==> src/rtl/ccc_isqrt.sv <==
`timescale 1ns / 1ps
// Pipelined integer square root, one root bit per stage.
module ccc_isqrt #(
	parameter int RW = 25,
	parameter int SIDE_W = 8
) (
	input  logic              clk,
	input  logic              arst_n,
	input  logic              en,
	input  logic              in_valid,
	input  logic [2*RW-1:0]   radicand,
	input  logic [SIDE_W-1:0] side_in,
	output logic              out_valid,
	output logic [RW-1:0]     root,
	output logic [SIDE_W-1:0] side_out
);
	localparam int REMW = RW + 3;

	logic              vld_s  [RW+1];
	logic [REMW-1:0]   rem_s  [RW+1];
	logic [RW-1:0]     root_s [RW+1];
	logic [2*RW-1:0]   rad_s  [RW+1];
	logic [SIDE_W-1:0] side_s [RW+1];

	assign vld_s[0]  = in_valid;
	assign rem_s[0]  = '0;
	assign root_s[0] = '0;
	assign rad_s[0]  = radicand;
	assign side_s[0] = side_in;

	for (genvar k = 0; k < RW; k++) begin : g_stage
		logic [REMW-1:0] cur, trial;
		logic            take;

		always_comb begin
			// bring down the next two radicand bits
			cur   = {rem_s[k][REMW-3:0], rad_s[k][2*RW-1 -: 2]};
			trial = REMW'({root_s[k], 2'b01});
			take  = cur >= trial;
		end

		always_ff @(posedge clk or negedge arst_n) begin
			if (!arst_n) begin
				vld_s[k+1] <= 1'b0;
			end else if (en) begin
				vld_s[k+1] <= vld_s[k];
			end
		end

		always_ff @(posedge clk) begin
			if (en) begin
				rem_s[k+1]  <= take ? cur - trial : cur;
				root_s[k+1] <= {root_s[k][RW-2:0], take};
				rad_s[k+1]  <= {rad_s[k][2*RW-3:0], 2'b00};
				side_s[k+1] <= side_s[k];
			end
		end
	end

	assign out_valid = vld_s[RW];
	assign root      = root_s[RW];
	assign side_out  = side_s[RW];
endmodule

==> config.mk <==
export PLATFORM = sky130hd
export DESIGN_NAME = ccc_isqrt
export DESIGN_NICKNAME = d
export VERILOG_FILES = /design/src/rtl/ccc_isqrt.sv
export SDC_FILE = /design/constraint.sdc
export NUM_CORES = 2
export LEC_CHECK = 0
export ABC_AREA = 0
export ABC_CLOCK_PERIOD_IN_PS = 4810
export BUFFER_PORTS_ARGS = -buffer_cell sky130_fd_sc_hd__buf_2
export CELL_PAD_IN_SITES_DETAIL_PLACEMENT = 0
export CELL_PAD_IN_SITES_GLOBAL_PLACEMENT = 2
export CORE_ASPECT_RATIO = 0.9
export CORE_MARGIN = 1
export CORE_UTILIZATION = 50
export DETAILED_ROUTE_END_ITERATION = 12
export PLACE_DENSITY_LB_ADDON = 0.1
export SYNTH_ARGS = -nofsm -noshare
export SYNTH_HDL_FRONTEND = slang
export SYNTH_SLANG_ARGS = --single-unit
export TNS_END_PERCENT = 1
==> constraint.sdc <==
create_clock -name clk -period 4.81 [get_ports clk]
set_input_delay 0.481 -clock clk [delete_from_list [all_inputs] [get_ports clk]]
set_output_delay 0.481 -clock clk [all_outputs]
set_load 0.1 [all_outputs]
# After elaboration in Yosys (flattened, before gate mapping)
# Cells that the tools add are included.
op_classes:
  mux: 24
  magnitude_cmp: 25
  addsub: 24
ops:
  columns: ["op", "count"]
  rows:
  - ["$mux W26", 23]
  - ["$ge A28 B10 Y1", 1]
  - ["$ge A28 B11 Y1", 1]
  - ["$ge A28 B12 Y1", 1]
  - ["$ge A28 B13 Y1", 1]
  - ["$ge A28 B14 Y1", 1]
  - ["$ge A28 B15 Y1", 1]
  - ["$ge A28 B16 Y1", 1]
  - ["$ge A28 B17 Y1", 1]
  - ["$ge A28 B18 Y1", 1]
  - ["$ge A28 B19 Y1", 1]
  - ["$ge A28 B20 Y1", 1]
  - ["$ge A28 B21 Y1", 1]
  - ["$ge A28 B22 Y1", 1]
  - ["$ge A28 B23 Y1", 1]
  - ["$ge A28 B24 Y1", 1]
  - ["$ge A28 B25 Y1", 1]
  - ["$ge A28 B26 Y1", 1]
  - ["$ge A28 B3 Y1", 1]
  - ["$ge A28 B4 Y1", 1]
  - ["$ge A28 B5 Y1", 1]
  - ["$ge A28 B6 Y1", 1]
  - ["$ge A28 B7 Y1", 1]
  - ["$ge A28 B8 Y1", 1]
  - ["other kinds (27)", 27]
totals:
  register_bits: 1751
  elab_cells: 197
  output_inout_bits: 34
  inputBits: 62

# Longest topological paths before layout
logic_depth:
  ltp_word: 2
  mapped_depth: 13
  mapped_depth_nobuf: 12

# Worst setup path before layout
# OpenSTA, ideal clock, no wires.
synth_timing:
  kind: "reg-to-reg"
  startpoint: "reg rem_s (netlist bit g_stage[19].cur[2])"
  endpoint: "reg rem_s (netlist bit g_stage[20].cur[10]), data pin"
  slack_ns: 1.575
  arrival_time_ns: 2.965
  path_stages_with_launch: 13
  period_less_slack_ns: 3.235
  setup_ns: 0.270
  path_buffers: 1
  required_ns: 4.540
  cell_sequence: "edfxtp_1 -> ha_1 -> nor2b_1 -> o31a_1 -> o211a_1 -> a211oi_1 -> o21ai_0 -> o311a_1 -> nor2_1 -> clkinv_1 -> clkbuf_1 -> nor2_1 -> a21oi_1"
synth_via:
  elab_chain_len: 2
  elab_cells_between_ends: 3
  classes_between: "add/sub: 1; order compare: 1; mux: 1"
synth_lines:
  columns: ["item", "line", "rtl"]
  rows:
  - ["start: declaration", "20", "logic [REMW-1:0] rem_s [RW+1];"]
  - ["start signal: indexed assignment", "52", "rem_s[k+1] <= take ? cur - trial : cur;"]
  - ["$sub A26 B21 Y26 or $ge A28 B21 Y1 (tied branches)", "52, 39", null]
  - ["$mux W26 *", "52", null]
# Mark *: on every way between the ends. The rest lies on a longest branch, timed or not.
# A chain may end at the register's enable or synchronous reset.

# Worst setup path in the final report
layout_timing:
  startpoint: "reg rem_s (netlist bit g_stage[19].cur[2])"
  endpoint: "reg rem_s (netlist bit g_stage[20].cur[4]), data pin"
# The elaborated chain is that of the path after synthesis.

==> flow_metrics.tcl <==
set metrics [dict create \
    grt_max_degree 167 \
    fillCellCount 12100 \
    clk_pin_slew_ns 0.06 \
    yosys_warnings 0 \
    synth.distinct_cells 84 \
    finalMaxSlewViolations 0 \
    dieArea_mm2 0.154 \
    synth_nets 5929 \
    drive_above_1_share 0.0928 \
    rsz0062_at_grt "no" \
    cp-start-kind "flip-flop" \
    syn_avg_cell_area_um2 13.9 \
    hold_start "en" \
    final_util 0.572 \
    ctsHtreeMaxLevel 4 \
    grt_pass1_wl_mm 227 \
    drtAntennaViolNets 0 \
    core-area_mm2 0.151 \
    clk_latency_ns 0.80 \
    final_cell_area_mm2 0.0863 \
    critPathLaunch "g_stage[19].cur[2]$_DFFE_PP_" \
    wire_per_inst_um 18.0 \
    place_area_mm2 0.0796 \
    num_rows 135 \
    antenna_found_initial 6 \
    fin_setup_tns_ns 0 \
    cts_made_buffers 177 \
    reg2reg_from "g_stage[19].cur[2]$_DFFE_PP_" \
    synth_seq_cells 1739 \
    layout.nets 6242 \
    critPathMaxFanout 14 \
    grt_overflow 0 \
    crit_arrival_ns 4.54 \
    p_leak_nw 33.0 \
    slew-limit-headroom 0.299 \
    cp-end-kind "flip-flop" \
    drt_iter0_markers 3190 \
    worstSetupPathType "flip-flop to flip-flop" \
    syn2layout_area_growth_pct 13.0 \
    powerDensity_mw_per_mm2 468 \
    fmax_mhz 249 \
    hold_viol 0 \
    synth_edf_count 1714 \
    die_w_um 414 \
    post-cts-setup-buffer-count 0 \
    post_cts_resized 0 \
    worst_pin_slew_ns 1.04 \
    gr-usage-all-layers 0.185 \
    setup_viol 0 \
    place_congestion 0.845 \
    drt_wl_total_mm 143 \
    drc 0 \
    netlist_area_mm2 0.0764 \
    io_buffers 95 \
    layout.cells.most_common "edfxtp_1" \
    seq_area_frac_synth 0.682 \
    whs_ns 0.195 \
    initial_utilization 0.506 \
    post-dp-hpwl_mm 100 \
    routed_via_density 5.29 \
    synthArstFlopShare 0.0144 \
    skew_ns 0.0366 \
    cts_tree "built" \
    cts-hold-fix-buffers 61 \
    cts_sinks 1739 \
    io_pins 96 \
    drt_pass1_iterations 6 \
    ir_drop_mv 0.381 \
    critical_path_required_ns 5.34 \
    maxCapViolCount 0 \
    status "completed" \
    layout_common_cells "1714 x edfxtp_1, 435 x inv_1, 354 x nand2_1" \
    via_count 42100 \
    finalCritPeriodShare 0.836 \
    hp-class "primary input to flip-flop" \
    root_buffer "clkbuf_16" \
    min_period_ns 4.02 \
    netlist_instances 5515 \
    ys.flop_type "edfxtp_1" \
    first_global_vias 40600 \
    die_h_um 373 \
    clock_path_buffers 3 \
]
-- cell type report --
| cell class | instances | area (µm²) | share of cell area |
|---|---|---|---|
| diodes | 1 | 2.50 | 0.0000290 |
| clock buffers | 205 | 4590 | 0.0531 |
| clock inverters | 129 | 1470 | 0.0170 |
| inverters | 438 | 1640 | 0.0190 |
| multi-input cells | 3258 | 22300 | 0.259 |
| flip-flops and latches | 1739 | 52100 | 0.604 |
| well taps | 1986 | 2480 | 0.0288 |
| repair buffers | 214 | 1700 | 0.0197 |
-- metal layers --
layer,track usage,part of all wire,vias to the layer above,wire length [µm]
li1,-,-,21100,-
met1,0.280,0.50,20100,71600
met2,0.276,0.43,736,62000
met3,0.0308,0.041,223,5820
met4,0.0529,0.026,0,3740
met5,0,0,-,0
-- final timing paths --
path | endpoint | slack [ns] | cells after the start
max in group asynchronous | vld_s[6]$_DFFE_PN0P_ | 4.21 | 2
worst max-delay path | g_stage[20].cur[4]$_DFFE_PP_ | 0.79 | 12
worst min register to register | g_stage[16].cur[0]$_DFFE_PP_ | 0.41 | 0
min in group asynchronous | vld_s[9]$_DFFE_PN0P_ | 0.23 | 2
worst max register to register | g_stage[20].cur[4]$_DFFE_PP_ | 0.79 | 12
worst min-delay path | rad_s[697]$_DFFE_PP_ | 0.19 | 1
-- synth_stat cells, drive strengths merged (54+ instances only) --
| master | instances | area (µm²) |
|---|---|---|
| a21o | 122 | 916 |
| a21oi | 301 | 1510 |
| clkbuf | 54 | 203 |
| edfxtp | 1714 | 51500 |
| ha | 352 | 4400 |
| inv | 436 | 1640 |
| mux2 | 80 | 901 |
| nand2 | 354 | 1330 |
| nand2b | 78 | 488 |
| nand3 | 90 | 450 |
| nand4 | 60 | 375 |
| nor2 | 331 | 1240 |
| nor2b | 54 | 345 |
| nor3 | 123 | 621 |
| nor4 | 64 | 407 |
| o21a | 67 | 503 |
| o21ai | 268 | 1340 |
| or3 | 54 | 353 |
| xnor2 | 244 | 2140 |
| xor2 | 222 | 1940 |
-- kinds of logic after synthesis --
family,after synthesis,synth area share
buffers and inverters,518,0.0263
xor gates and xnor gates,466,0.0534
adders and majority gates,352,0.0576
and+or+nand+nor,1375,0.0896
other,1,0.0000491
DFF,1739,0.682
muxes,88,0.0128
AOI/OAI and AO/OA,976,0.0783
-- stage by stage --
stage	setup WS, ns	power [mW]	instances
after global placement	0.905	26.6	7574
after detailed placement	0.851	26.7	7574
final	0.791	40.4	7970
after floorplan	1.58	24.6	5515
after CTS	0.835	40.9	7969
after global routing	0.506	42.4	7969
-- flip-flops by register name, indices dropped and copies added, names as in the netlist --
| signal | flops |
|---|---|
| vld_s | 24 |
| side_out | 8 |
| g_stage.cur | 637 |
| out_valid | 1 |
| rad_s | 552 |
| root | 25 |
| g_stage.trial | 300 |
| side_s | 192 |
-- critical path, cell delays in order (launching register included) --
cell and delay [ns]:
edfxtp_1 0.39, ha_1 0.37, nor2b_1 0.17, o31a_1 0.30, o211a_1 0.25, a211oi_1 0.56, o21ai_0 0.36, o311a_1 0.42
nor2_1 0.17, clkinv_1 0.30, buf_4 0.31, nor2_1 0.10, a21oi_1 0.06
-- where the power goes --
group	leakage, nW	internal (mW)	switching (mW)
Combinational	13.3	2.75	3.73
Clock	2.92	8.11	5.89
Sequential	16.8	18.9	1.04
Total	33.0	29.8	10.7
No activity file was read; power rests on OpenSTA's default activity.
