## src/rtl/ccc_front.sv

```systemverilog
`timescale 1ns / 1ps
// Front stages: center difference, squares and overlap compare.
module ccc_front #(
	parameter int COORD_BITS = 24
) (
	input  logic                          clk,
	input  logic                          arst_n,
	input  logic                          en,
	input  logic                          in_valid,
	input  logic signed [COORD_BITS-1:0]  ax,
	input  logic signed [COORD_BITS-1:0]  ay,
	input  logic        [COORD_BITS-2:0]  ra,
	input  logic signed [COORD_BITS-1:0]  bx,
	input  logic signed [COORD_BITS-1:0]  by,
	input  logic        [COORD_BITS-2:0]  rb,
	output logic                          out_valid,
	output logic [2*COORD_BITS+1:0]       dsq,
	output logic                          hit,
	output logic                          same,
	output logic [COORD_BITS-1:0]         rsum,
	output logic [COORD_BITS:0]           adx,
	output logic [COORD_BITS:0]           ady,
	output logic                          sx,
	output logic                          sy
);
	localparam int DW = COORD_BITS + 1;
	localparam int SQW = 2 * COORD_BITS + 2;

	logic                   vld_s1, vld_s2, vld_s3;
	logic signed [DW-1:0]   dx_s1, dy_s1;
	logic [COORD_BITS-1:0]  rsum_s1, rsum_s2, rsum_s3;
	logic                   same_s1, same_s2, same_s3;
	logic signed [2*DW-1:0] dxsq_s2, dysq_s2;
	logic [2*COORD_BITS-1:0] rsq_s2;
	logic [DW-1:0]          adx_s2, ady_s2, adx_s3, ady_s3;
	logic                   sx_s2, sy_s2, sx_s3, sy_s3;
	logic [SQW-1:0]         dsq_s3;
	logic                   hit_s3;
	logic [SQW-1:0]         dsq_sum;

	assign dsq_sum = SQW'(unsigned'(dxsq_s2)) + SQW'(unsigned'(dysq_s2));

	always_ff @(posedge clk or negedge arst_n) begin
		if (!arst_n) begin
			vld_s1 <= 1'b0;
			vld_s2 <= 1'b0;
			vld_s3 <= 1'b0;
		end else if (en) begin
			vld_s1 <= in_valid;
			vld_s2 <= vld_s1;
			vld_s3 <= vld_s2;
		end
	end

	always_ff @(posedge clk) begin
		if (en) begin
			dx_s1   <= DW'(bx) - DW'(ax);
			dy_s1   <= DW'(by) - DW'(ay);
			rsum_s1 <= COORD_BITS'(ra) + COORD_BITS'(rb);
			same_s1 <= (bx == ax) && (by == ay);

			dxsq_s2 <= dx_s1 * dx_s1;
			dysq_s2 <= dy_s1 * dy_s1;
			rsq_s2  <= (2*COORD_BITS)'(rsum_s1) * (2*COORD_BITS)'(rsum_s1);
			adx_s2  <= dx_s1[DW-1] ? DW'(-dx_s1) : DW'(dx_s1);
			ady_s2  <= dy_s1[DW-1] ? DW'(-dy_s1) : DW'(dy_s1);
			sx_s2   <= dx_s1[DW-1];
			sy_s2   <= dy_s1[DW-1];
			rsum_s2 <= rsum_s1;
			same_s2 <= same_s1;

			dsq_s3  <= dsq_sum;
			hit_s3  <= dsq_sum < SQW'(rsq_s2);
			adx_s3  <= adx_s2;
			ady_s3  <= ady_s2;
			sx_s3   <= sx_s2;
			sy_s3   <= sy_s2;
			rsum_s3 <= rsum_s2;
			same_s3 <= same_s2;
		end
	end

	assign out_valid = vld_s3;
	assign dsq       = dsq_s3;
	assign hit       = hit_s3;
	assign same      = same_s3;
	assign rsum      = rsum_s3;
	assign adx       = adx_s3;
	assign ady       = ady_s3;
	assign sx        = sx_s3;
	assign sy        = sy_s3;
endmodule

```

## config.mk

```make
export PLATFORM = sky130hd
export DESIGN_NAME = ccc_front
export DESIGN_NICKNAME = d
export VERILOG_FILES = /design/src/rtl/ccc_front.sv
export SDC_FILE = /design/constraint.sdc
export NUM_CORES = 2
export LEC_CHECK = 0
export ABC_AREA = 1
export BUFFER_PORTS_ARGS = -buffer_cell sky130_fd_sc_hd__buf_4
export CAP_MARGIN = 20
export CELL_PAD_IN_SITES_DETAIL_PLACEMENT = 1
export CELL_PAD_IN_SITES_GLOBAL_PLACEMENT = 1
export CORE_UTILIZATION = 55
export CTS_CLUSTER_SIZE = 40
export DETAILED_ROUTE_END_ITERATION = 12
export MAX_ROUTING_LAYER = met4
export PLACE_DENSITY = 0.95
export RECOVER_POWER = 25
export SLEW_MARGIN = 0
export SYNTH_ARGS = -nofsm -noshare
export SYNTH_HDL_FRONTEND = slang
export SYNTH_SLANG_ARGS = --single-unit
```

## constraint.sdc

```tcl
create_clock -name clk -period 10.15 [get_ports clk]
set_clock_uncertainty 0.05 [all_clocks]
set_input_delay 1.5225 -clock clk [delete_from_list [all_inputs] [get_ports clk]]
set_output_delay 1.5225 -clock clk [all_outputs]
set_load 0.02 [all_outputs]
```

# After elaboration in Yosys (flattened, before gate mapping)
# Cells that the tools add are included.
# classes
add_sub_neg	6
n_mul	3
div_mod_pow	0
magnitude_cmp	1
eq_ne	2
n_shift	0
muxes	2
bitwise_logic	0
n_reduce_logical	1
# op_table
operator	count
multiplier 25 x 25 -> 50 bit	2
adder 50 bit	1
< comparator 50 x 48 -> 1 bit	1
negation 25 bit	2
subtractor 24 x 24 -> 25 bit	2
== test 24 bit	2
multiplier 24 x 24 -> 48 bit	1
2-to-1 mux 24 bit	2
adder 23 x 23 -> 24 bit	1
logical AND 1 bit	1
# totals
regBits	431
latchBits	0
mem_bits_rw	0
romBits	0
inputBits	146
out_inout_bits	129
mem_count	0

# Longest topological paths before layout
# logic_depth
ltp_word	2
ltp_mapped	30

# Worst setup path after synthesis
# No wires, ideal clock.
# synth_path
path_kind	flip-flop to flip-flop
start	reg dy_s1[24]
end	reg dysq_s2[42] (data pin)
setup_time_ns	0.259
t_arrival_ns	6.628
setup_slack_ns	3.213
path_stages_with_launch	24
path_buffers	2
path_cell_list	edfxtp_1 clkbuf_1 buf_1 nand2_1 inv_1 fa_1 fa_1 inv_1 fa_1 inv_1 fa_1 fa_1 fa_1 inv_1 fa_1 inv_1 ha_1 nand2_1 nor2_1 inv_1 nor4_1 nand3_1 nand3_1 xor2_1
# synth_between
elab_chain_len	1
# synth_rtl
item	line	rtl
from (decl)	30	logic signed [DW-1:0] dx_s1, dy_s1;
from (signal assigned)	58	dy_s1 <= DW'(by) - DW'(ay);
multiplier 25 x 25 -> 50 bit	63	dysq_s2 <= dy_s1 * dy_s1;
to (signal assigned)	63	
to (decl)	33	logic signed [2*DW-1:0] dxsq_s2, dysq_s2;
# No other way between the ends.
# A chain may end at the register's enable or synchronous reset.

# Final worst setup path
# layout_path
start	reg dy_s1[0]
end	reg dysq_s2[49] (data pin)
# The elaborated chain is that of the path after synthesis.

==> impl_metrics.env <==
export IMPL_status="finished with violations"
export IMPL_violations="capacitance limit, slew limit"
export IMPL_max_stage_delay_ns=1.40
export IMPL_crit_fanout=25
export IMPL_fp_row_count=140
export IMPL_layout_common_cells="inv_1 (2807), fa_1 (1640), nand2_1 (1621), ha_1 (651), nor2_1 (435)"
export IMPL_final_max_slew_viol_count=629
export IMPL_cpMostUsedCell="fa_1"
export IMPL_setup_viol=0
export IMPL_r2r_end="dysq_s2[49]$_DFFE_PP_"
export IMPL_drt_iter0_drc=5232
export IMPL_cts_clk_slew_worst_paths_ns=0.07
export IMPL_portBuffers=274
export IMPL_drive_above_1_share=0.0515
export IMPL_timing_rr_start="dy_s1[0]$_DFFE_PP_"
export IMPL_final_common_cell="inv_1"
export IMPL_rsz0062_at_grt="false"
export IMPL_htreeDepth=2
export IMPL_pre_cts_slack_ns=1.88
export IMPL_die_w_um=387
export IMPL_worstPathCellList="clkbuf_1 > inv_1 > nand2_1 > fa_1 > fa_1 > inv_1 > fa_1 > fa_1 > fa_1 > fa_1 > inv_1 > fa_1 > inv_1 > ha_1 > nand2_1 > nor2_1 > inv_1 > nor4_1 > nand3_1 > nand3_1 > o21bai_1 > nand2_1"
export IMPL_grt_max_degree=123
export IMPL_drc_errors=0
export IMPL_cp_arrival_ns=9.41
export IMPL_synthFlopType="edfxtp_1"
export IMPL_syn2layout_area_growth_pct=7.34
export IMPL_ys_ff_latch=425
export IMPL_coreArea_um2=146000
export IMPL_ys_warnings_count=0
export IMPL_syn_area_um2=81500
export IMPL_die_y_um=387
export IMPL_clock_latency_ns=0.71
export IMPL_fin_util=0.598
export IMPL_clock_path_buffers=3
export IMPL_synth_top_area_cell="fa_1"
export IMPL_relSlewSlack=-3.05
export IMPL_cts_resized=0
export IMPL_grt_use_total=0.415
export IMPL_wl_um=298000
export IMPL_ctsHoldBuffers=0
export IMPL_io_pins=275
export IMPL_rr_worst_depth=22
export IMPL_cts_sinks=425
export IMPL_die_area_um2=150000
export IMPL_worst_path_buf_inv=6
export IMPL_drt_first_pass_iters=6
export IMPL_post_cts_buffers=0
export IMPL_synth_cell_types=59
export IMPL_crit_path_end_kind="flop"
export IMPL_min_from="rsum_s2[15]$_DFFE_PP_"
export IMPL_synth_area_per_cell_um2=8.92
export IMPL_root_buffer="clkbuf_16"
export IMPL_worst_slew_pin_slew_ns=6.07
export IMPL_finalNetCount=11800
export IMPL_start_util=0.557
export IMPL_synth_top_cell_area_share=0.403
export IMPL_max_cap_viol_count=21
export IMPL_whs_path_depth=0
export IMPL_crit_type="flop to flop"
export IMPL_via_per_inst=5.85
export IMPL_critPathRequiredTime_ns=10.55
export IMPL_antenna_found_initial=8
export IMPL_hpwl_um=246000
export IMPL_place_congestion=0.960
export IMPL_hold_class="flop to flop"
export IMPL_ys_seq_area_frac=0.156
export IMPL_cpMaxStageDelayCell="clkbuf_1"
export IMPL_grt_pass1_wl_um=456000
export IMPL_cp_start_kind="flop"
export IMPL_syn_inst=9142
export IMPL_cts_buffers=54
export IMPL_cpLargestDelayFamily="adder cells"
export IMPL_synth_edff_count=422
export IMPL_ff2ff_setup_slack_ns=1.14
export IMPL_vias=66200
export IMPL_tns_ns=0
export IMPL_grt_pass1_vias=78700
export IMPL_max_clock_freq_mhz=111
export IMPL_fin_ws_ns=1.14
export IMPL_hold_path_endpoint="rsum[15]$_DFFE_PP_"
export IMPL_wire_per_inst_um=26.4
export IMPL_min_period_over_period=0.888
export IMPL_min_period_ns=9.01
export IMPL_synth_fp_nets=11600
export IMPL_ant_nets=0
export IMPL_synth_area_top_cells="fa_1 (40%), edfxtp_1 (16%), inv_1 (13%), ha_1 (10%), nand2_1 (7.5%)"
export IMPL_grt_ovfl_total=0
export IMPL_async_flop_share=0.00706
export IMPL_hold_viol_final=0
export IMPL_cts_tree="yes"
-- area by class of cell --
class                           instances  area, um2
Clock inverter                         41        442
Fill cell                           17100      58900
Tap cell                             1917       2400
Sequential cell                       425      12700
Antenna cell                            4       10.0
Clock buffer                           57       1360
Timing Repair Buffer                  353       2630
Inverter                             2813      10600
Multi-Input combinational cell       5695      57400
-- flip-flops by register name, indices dropped and copies added (netlist names), 25 cells and up --
signal / count
dsq: 50
dysq_s2: 49
ady: 25
dy_s1: 25
rsq_s2: 46
dxsq_s2: 49
dx_s1: 25
adx: 25
-- worst max path at each step --
| stage | start | endpoint | slack, ns | cells past startpoint |
|---|---|---|---|---|
| 2_1_floorplan | dy_s1[24]$_DFFE_PP_ | dysq_s2[42]$_DFFE_PP_ | 3.21 | 23 |
| 3_3_place_gp | dy_s1[24]$_DFFE_PP_ | dysq_s2[43]$_DFFE_PP_ | 2.43 | 20 |
| 3_5_place_dp | dy_s1[24]$_DFFE_PP_ | dysq_s2[49]$_DFFE_PP_ | 1.88 | 23 |
| 4_1_cts | dy_s1[24]$_DFFE_PP_ | dysq_s2[42]$_DFFE_PP_ | 1.79 | 22 |
| 5_1_grt | rsum_s1[19]$_DFFE_PP_ | rsq_s2[47]$_DFFE_PP_ | 1.12 | 25 |
| 6_report | dy_s1[0]$_DFFE_PP_ | dysq_s2[49]$_DFFE_PP_ | 1.14 | 22 |
-- per-stage QoR --
step	cells	cell area, um2	hold WS (ns)
floorplan	9142	81500	0.350
global placement	11200	85700	0.351
detailed placement	11200	85800	0.355
CTS	11300	87600	0.365
global route	11300	87500	0.375
finish	11300	87500	0.364
-- worst reg2reg max path, stage by stage (launching register included) --
cell      delay [ns]
edfxtp_1        0.35
clkbuf_1        1.40
inv_1           0.57
nand2_1         0.22
fa_1            0.50
fa_1            0.56
inv_1           0.07
fa_1            0.49
fa_1            0.68
fa_1            0.54
fa_1            0.51
inv_1           0.05
fa_1            0.49
inv_1           0.05
ha_1            0.50
nand2_1         0.17
nor2_1          0.25
inv_1           0.14
nor4_1          0.68
nand3_1         0.15
nand3_1         0.15
o21bai_1        0.14
nand2_1         0.07
-- synthesized netlist by cell type, types with 37 or more instances --
library cell     n
inv_1         2805
fa_1          1640
nand2_1       1621
ha_1           651
nor2_1         435
edfxtp_1       422
a21oi_1        326
xor2_1         214
o21ai_0        167
nand3_1        152
clkbuf_1       144
xnor2_1        102
nor3_1          55
a31oi_1         47
buf_1           45
nand4_1         37
o21bai_1        37
-- metal layers --
layer  share of wire  up-vias  GRT usage  wire length [um]
li1                -    27200          -                 -
met1            0.35    33500      0.456            104000
met2            0.50     3848      0.692            148000
met3           0.077     1592     0.0721             22800
met4           0.079        0      0.280             23700
met5               0        -          -                 0
-- cells by family (layout without fill, tap and decap cells) --
kind of cell	count (synthesis)	count (layout)	synth area share
buffers and inverters	3022	3264	0.140
AND/OR/NAND/NOR	2371	2371	0.117
multiplexers	1	1	0.000138
adder cells (fa/ha/maj)	2291	2291	0.503
flip-flops	425	425	0.156
other	0	4	0
AO/OA/AOI/OAI	716	716	0.0505
XOR/XNOR	316	316	0.0339
Power is not shown: default switching activity piles up to over one toggle a cycle in this logic, so the estimate is an artifact.
