### config.mk
export PLATFORM = sky130hd
export DESIGN_NAME = ccc_div
export DESIGN_NICKNAME = d
export VERILOG_FILES = /design/src/rtl/ccc_pkg.sv /design/src/rtl/ccc_div.sv
export SDC_FILE = /design/constraint.sdc
export NUM_CORES = 2
export LEC_CHECK = 0
export BUFFER_PORTS_ARGS = -buffer_cell sky130_fd_sc_hd__buf_2
export CAP_MARGIN = 20
export CORE_UTILIZATION = 55
export DETAILED_ROUTE_END_ITERATION = 10
export PLACE_DENSITY = 0.79
export SYNTH_ARGS = -nofsm -noshare
export SYNTH_HDL_FRONTEND = slang
export SYNTH_SLANG_ARGS = --single-unit
### constraint.sdc
create_clock -name clk -period 3.7 [get_ports clk]
set_input_delay 0.555 -clock clk [delete_from_list [all_inputs] [get_ports clk]]
set_output_delay 0.555 -clock clk [all_outputs]
set_load 0.03 [all_outputs]
### src/rtl/ccc_pkg.sv
`timescale 1ns / 1ps
// Shared constants for the circle contact pipeline.
package ccc_pkg;
	localparam int NORM_W    = 16;
	localparam int QUOT_W    = 15;
	localparam int NORM_FRAC = 14;
	localparam logic [QUOT_W-1:0] NORM_ONE = QUOT_W'(1 << NORM_FRAC);
endpackage

### src/rtl/ccc_div.sv
`timescale 1ns / 1ps
// Pipelined two-lane restoring divider for the normal components.
module ccc_div #(
	parameter int MW = 25,
	parameter int SIDE_W = 8
) (
	input  logic                          clk,
	input  logic                          arst_n,
	input  logic                          en,
	input  logic                          in_valid,
	input  logic [MW-1:0]                 mag_x,
	input  logic [MW-1:0]                 mag_y,
	input  logic [MW-1:0]                 divisor,
	input  logic [SIDE_W-1:0]             side_in,
	output logic                          out_valid,
	output logic [ccc_pkg::QUOT_W-1:0]    quot_x,
	output logic [ccc_pkg::QUOT_W-1:0]    quot_y,
	output logic [SIDE_W-1:0]             side_out
);
	import ccc_pkg::*;

	localparam int NW = MW + QUOT_W + 1;

	logic              vld_s  [QUOT_W+1];
	logic [NW-1:0]     remx_s [QUOT_W+1];
	logic [NW-1:0]     remy_s [QUOT_W+1];
	logic [NW-1:0]     dv_s   [QUOT_W+1];
	logic [QUOT_W-1:0] qx_s   [QUOT_W+1];
	logic [QUOT_W-1:0] qy_s   [QUOT_W+1];
	logic [SIDE_W-1:0] side_s [QUOT_W+1];

	// numerator is mag * 2^15 + root, divisor 2 * root: rounds half up
	assign vld_s[0]  = in_valid;
	assign remx_s[0] = (NW'(mag_x) << QUOT_W) + NW'(divisor);
	assign remy_s[0] = (NW'(mag_y) << QUOT_W) + NW'(divisor);
	assign dv_s[0]   = NW'(divisor) << 1;
	assign qx_s[0]   = '0;
	assign qy_s[0]   = '0;
	assign side_s[0] = side_in;

	for (genvar k = 0; k < QUOT_W; k++) begin : g_stage
		logic [NW-1:0] shv;
		logic          tx, ty;

		always_comb begin
			shv = dv_s[k] << (QUOT_W - 1 - k);
			tx  = remx_s[k] >= shv;
			ty  = remy_s[k] >= shv;
		end

		always_ff @(posedge clk or negedge arst_n) begin
			if (!arst_n) begin
				vld_s[k+1] <= 1'b0;
			end else if (en) begin
				vld_s[k+1] <= vld_s[k];
			end
		end

		always_ff @(posedge clk) begin
			if (en) begin
				remx_s[k+1] <= tx ? remx_s[k] - shv : remx_s[k];
				remy_s[k+1] <= ty ? remy_s[k] - shv : remy_s[k];
				qx_s[k+1]   <= {qx_s[k][QUOT_W-2:0], tx};
				qy_s[k+1]   <= {qy_s[k][QUOT_W-2:0], ty};
				dv_s[k+1]   <= dv_s[k];
				side_s[k+1] <= side_s[k];
			end
		end
	end

	assign out_valid = vld_s[QUOT_W];
	assign quot_x    = qx_s[QUOT_W];
	assign quot_y    = qy_s[QUOT_W];
	assign side_out  = side_s[QUOT_W];
endmodule

---- Word-level counts from Yosys, hierarchy flattened ----
Cells that the tools add are included.
operators by class
  order comparisons ....................... 30
  add/sub/neg operators ................... 30
  muxes and demuxes ....................... 28
operators with widths
  kind              number
  $mux W41          28
  $add A40 B25 Y41  2
  $ge A41 B26 Y1    2
  $ge A41 B27 Y1    2
  $ge A41 B28 Y1    2
  $ge A41 B29 Y1    2
  $ge A41 B30 Y1    2
  $ge A41 B31 Y1    2
  $ge A41 B32 Y1    2
  $ge A41 B33 Y1    2
  $ge A41 B34 Y1    2
  $ge A41 B35 Y1    2
  $ge A41 B36 Y1    2
  $ge A41 B37 Y1    2
  $ge A41 B38 Y1    2
  $ge A41 B39 Y1    2
  $ge A41 B40 Y1    2
  $sub A41 B27 Y41  2
  $sub A41 B28 Y41  2
  $sub A41 B29 Y41  2
  $sub A41 B30 Y41  2
  $sub A41 B31 Y41  2
  $sub A41 B32 Y41  2
  $sub A41 B33 Y41  2
  7 further kinds   14
storage, ports and cells
  logic and storage cells ................. 190
  output and inout bits ................... 39
  bits of input ports ..................... 87
  register bits ........................... 1873

---- Longest topological paths before layout ----
  word-level depth ........................ 3
  mapped depth ............................ 25
  depth with buffers taken out ............ 23

---- Worst setup path after synthesis ----
OpenSTA, ideal clock, no wires.
  path type ............................... input to register
  start ................................... input port mag_y[0]
  end ..................................... register remy_s[592] (netlist bit), data pin
  buffers on the path ..................... 1
  stages on the path ...................... 22
  setup time .............................. 0.260 ns
  arrival time ............................ 4.657 ns
  data required time ...................... 3.440 ns
  path slack .............................. -1.217 ns
  cells stage by stage .................... ha_1 > inv_1 > fa_1 > nor2b_1 > o21ai_0 > a21oi_1 > o21a_1 > o21ai_0 > a21oi_1 > nor2b_1 > and2_1 > xnor2_1 > inv_1 > ha_1 > and4_1 > or4b_2 > nor4_1 > a311oi_1 > o21a_1 > inv_1 > buf_2 > mux2_2
between the ends
  longest elaborated chain between the ends .. 3
  elaborated cells on any way between the ends .. 4
  classes of those cells .................. add/sub: 2; order compare: 1; mux: 1
RTL lines
  element                                                    line                          source
  start: declaration                                         ccc_div.sv:12                 input logic [MW-1:0] mag_y,
  $add A40 B25 Y41 *                                         ccc_div.sv:35                 assign remy_s[0] = (NW'(mag_y) << QUOT_W) + NW'(divisor);
  $sub A41 B40 Y41 / $ge A41 B40 Y1 (equally long branches)  ccc_div.sv:62, ccc_div.sv:48
  $mux W41 *                                                 ccc_div.sv:62                 remy_s[k+1] <= ty ? remy_s[k] - shv : remy_s[k];
  end signal: indexed assignment                             ccc_div.sv:62
  end: declaration                                           ccc_div.sv:26                 logic [NW-1:0] remy_s [QUOT_W+1];
Every way passes the cells marked *; elsewhere a longest branch is shown, timed or not.
A chain may end at the register's enable or synchronous reset.

---- Worst setup path in the final report ----
  start ................................... input port divisor[15]
  end ..................................... register remy_s[603] (netlist bit), data pin
between the ends
  longest elaborated chain between the ends .. 3
  elaborated cells on any way between the ends .. 4
  classes of those cells .................. add/sub: 2; order compare: 1; mux: 1
RTL lines
  element                                                    line                          source
  start: declaration                                         ccc_div.sv:13                 input logic [MW-1:0] divisor,
  $add A40 B25 Y41                                           ccc_div.sv:35
  $sub A41 B40 Y41 / $ge A41 B40 Y1 (equally long branches)  ccc_div.sv:62, ccc_div.sv:48
  $mux W41 *                                                 ccc_div.sv:62
Marks and branches as above.

==> results.md <==
* Outcome: finished, violations left
* Failing checks: negative setup slack
* Most frequent cells in the layout: edfxtp_1 (1620), buf_4 (1084), nand2_1 (787), ha_1 (735), o21ai_0 (674)
* H-Tree Depth at 4
* DR pass1 iterations at 6
* Worst flop-to-flop path startpoint: remx_s[504]
* Fin. Hold Viols at 0
* Mapped Cells at ~9000
* Gr ovfl total at 0
* Post-DR vias/cell at between 5 and 6
* Worst-margin pin slew at between 0.8 and 0.9 ns
* Worst path top cell family by delay: compound AO/OA/AOI/OAI gates
* Crit. End Element: flip-flop
* Core Box Area at 179000 µm²
* VDD IR max at around 0.46 mV
* First-pass GRT wire length at about 450000 µm
* Min-delay src: divisor[17]
* Final Max Tran Viols at 0
* Post-Syn Area per Cell at between 10 and 15 µm²
* Setup repair after global routing missed its margin: yes
* P&R area growth vs syn at 20.5%
* Arrival time worst endpoint at 4.78 ns
* Nets at 11400
* Mapped Nets at 10100
* Finished Layout Cells at between 10000 and 15000
* Sequential share of the synthesized area at roughly half
* Share of layout cells above drive strength 1 at a little under 20%
* Critical path launch point type: primary input
* Fin Clk Skew at 0.0550 ns
* Critical Path Start: divisor[15]
* DRC at 0
* Post-layout util at between 60% and 70%
* Avg WL per Cell at 23.1 µm
* CTS tree: done
* CP bufs+invs at 4
* Setup Viol. Count Final at 55
* Worst-path clk slew at roughly 0.060 ns
* CP peak stage delay at approximately 0.35 ns
* Setup CP Type: in2reg
* Worst setup slack after layout at -0.521 ns
* Leakage at approximately 48 nW
* Placer Congestion at between 0.9 and 1
* Critical path peak fanout at 6
* Placed cell areas at about 110000 µm²
* Final Cycle Share at 114%
* Sink Count at 1635
* IO Port Bufs at about 130
* Synth Warn # at 0
* Die ar. at 182000 µm²
* Seq cells post-synth at 1635
* First-iteration detailed-routing DRC count at 6168
* Inst Count DP at 12600
* Cts bufs inserted at 172
* Ys async rst share at less than 1%
* Starting Density at 55.4%
* Largest net degree at the start of global routing at 114
* Max-cap check violation count at 0
* Met3 usage at about 3.6%
* CP cell instances: buf_8 -> ha_4 -> inv_2 -> fa_2 -> nor2b_2 -> o21ai_2 -> a21oi_2 -> o21a_1 -> o21ai_4 -> a21oi_4 -> nand2_2 -> xnor2_4 -> ha_4 -> and4_1 -> and2_4 -> and3_4 -> o2111ai_4 -> and3_4 -> o31a_1 -> o21a_1 -> o21a_2 -> inv_4 -> buf_12 -> mux2_4
* HP Class: in2reg
* Commonest non-fill, non-tap cell in the layout: edfxtp_1
* Via count at between 70000 and 80000
* Die height at around 430 µm
* Fmax at ~0.24 GHz
* Minimum clock period at about 4.2 ns
* Final wirelength at around 300000 µm
* Num ports at ~130
* Post-synth cell types at 105
* Gr usage total at approximately a third
* CP Data Required Time at approximately 4.3 ns
* Final Cell Area at 119000 µm²
* Number of enable flip-flop cells after synthesis at 1620
* Clock latency on the worst-skew pair at between 0.8 and 0.9 ns
* Cell area after synthesis at 99000 µm²
* Dpl hpwl at around 240000 µm
* Root Driver: clkbuf_16
* Vias in the first global route at 76300
* Global routing's busiest layer: met2
* Initial antenna violation count at 8
* Antenna-violating nets left at 0
* CTS max path bufs at 3
* Slowest-stage cell, CP: fa_2
* Die width at 426 µm
* GR Util met2 at about 57%
* GRT met1 Usage at around 39%
* Most used DFF post-synth: edfxtp_1
* Cell Pwr Density at slightly below 800 nW/µm²
* # rows at approximately 160
* Max transition margin at a little under half
-- kinds of logic (layout without fill, tap and decap cells) --
kind of cell	Yosys count	in the layout	share of synthesized area (%)
flip-flops	1635	1635	49.5
other	0	8	0
multiplexers	137	137	1.54
XOR/XNOR	804	804	7.11
AND/OR/NAND/NOR	2572	2572	12.6
AO/OA/AOI/OAI	2503	2504	15.8
buffers and inverters	803	2197	3.23
adder cells (fa/ha/maj)	785	785	10.2
-- cell type report --
type	instances	area, µm²
Antenna cell	8	20.0
Clock buffer	201	4420
Clock inverter	114	1350
Fill cell	13400	59300
Inverter	566	2140
Multi-Input combinational cell	6802	48900
Sequential cell	1635	49000
Tap cell	2355	2950
Timing Repair Buffer	1316	10500
-- metrics by stage --
stage / total power [W] / worst slack, ns / TNS [ns] / hold slack (ns)
final: 0.0929 / -0.521 / -22.74 / 0.0546
after global routing: 0.0978 / -0.627 / -29.49 / 0.0394
after CTS: 0.0915 / -0.516 / -22.07 / 0.00334
after detailed placement: 0.0730 / -1.58 / -82.29 / 0.405
after global placement: 0.0721 / -1.51 / -75.87 / 0.400
after floorplan: 0.0571 / -0.927 / -41.77 / 0.259
-- power by group --
part           switching (W)  total, W  internal (W)
sequential           0.00407    0.0318        0.0277
combinational         0.0242    0.0435        0.0193
clock                0.00773    0.0176       0.00991
-- worst reg2reg max path, delay by kind of cell (launching register included) --
kind            cells  cell delay (ns)
compound gates      6             1.68
simple gates        2             0.54
flops               1             0.44
fa+ha+maj           2             0.44
buf+inv             2             0.27
xor+xnor            1             0.13
-- path summary, 6_finish.rpt --
path | cells after the start | slack (ns) | to
max | 24 | -0.52 | remy_s[603]
min | 2 | 0.05 | dv_s[592]
max reg2reg | 13 | -0.03 | remx_s[491]
min reg2reg | 0 | 0.38 | qx_s[112]
max in group asynchronous | 2 | 3.27 | vld_s[11]
min in group asynchronous | 2 | 0.16 | out_valid
-- what timing repair did --
item / CTS / global route
hold buffers: 25 / 0
endpoints found under the setup margin: 235 / 443
hold endpoints to repair: 39 / 0
pin swaps: 60 / 112
setup buffers: 58 / 45
resized for setup: 184 / 268
gates cloned: 7 / 1
-- cells in the mapped netlist (all sizes together), types with 87 or more instances --
library cell | number | area (µm²)
edfxtp | 1620 | 48600
nand2 | 798 | 3000
ha | 755 | 9450
o21ai | 715 | 3580
a21oi | 710 | 3570
nor2 | 608 | 2280
inv | 566 | 2120
xnor2 | 440 | 3850
xor2 | 364 | 3190
a21o | 346 | 2600
nand3 | 162 | 811
nor3 | 159 | 801
clkbuf | 153 | 574
nand2b | 152 | 951
mux2 | 125 | 1410
nand4 | 120 | 751
nor2b | 109 | 682
o21a | 106 | 796
nor4 | 98 | 628
o21bai | 87 | 657
-- layer usage --
layer / vias up / wire (µm) / part of all wire, %
li1: 36800 / - / -
met1: 37500 / 118000 / 39
met2: 2637 / 149000 / 50
met3: 699 / 14800 / 4.9
met4: 4 / 18000 / 6.0
met5: - / 27 / 0.0090
-- registers in the layout, indices dropped and copies added, names as in the netlist --
register,flops
quot_y,15
dv_s,208
remx_s,574
side_s,112
side_out,8
remy_s,455
out_valid,1
qx_s,105
quot_x,15
g_stage.shv,23
qy_s,105
vld_s,14
(Power assumes the default switching activity.)
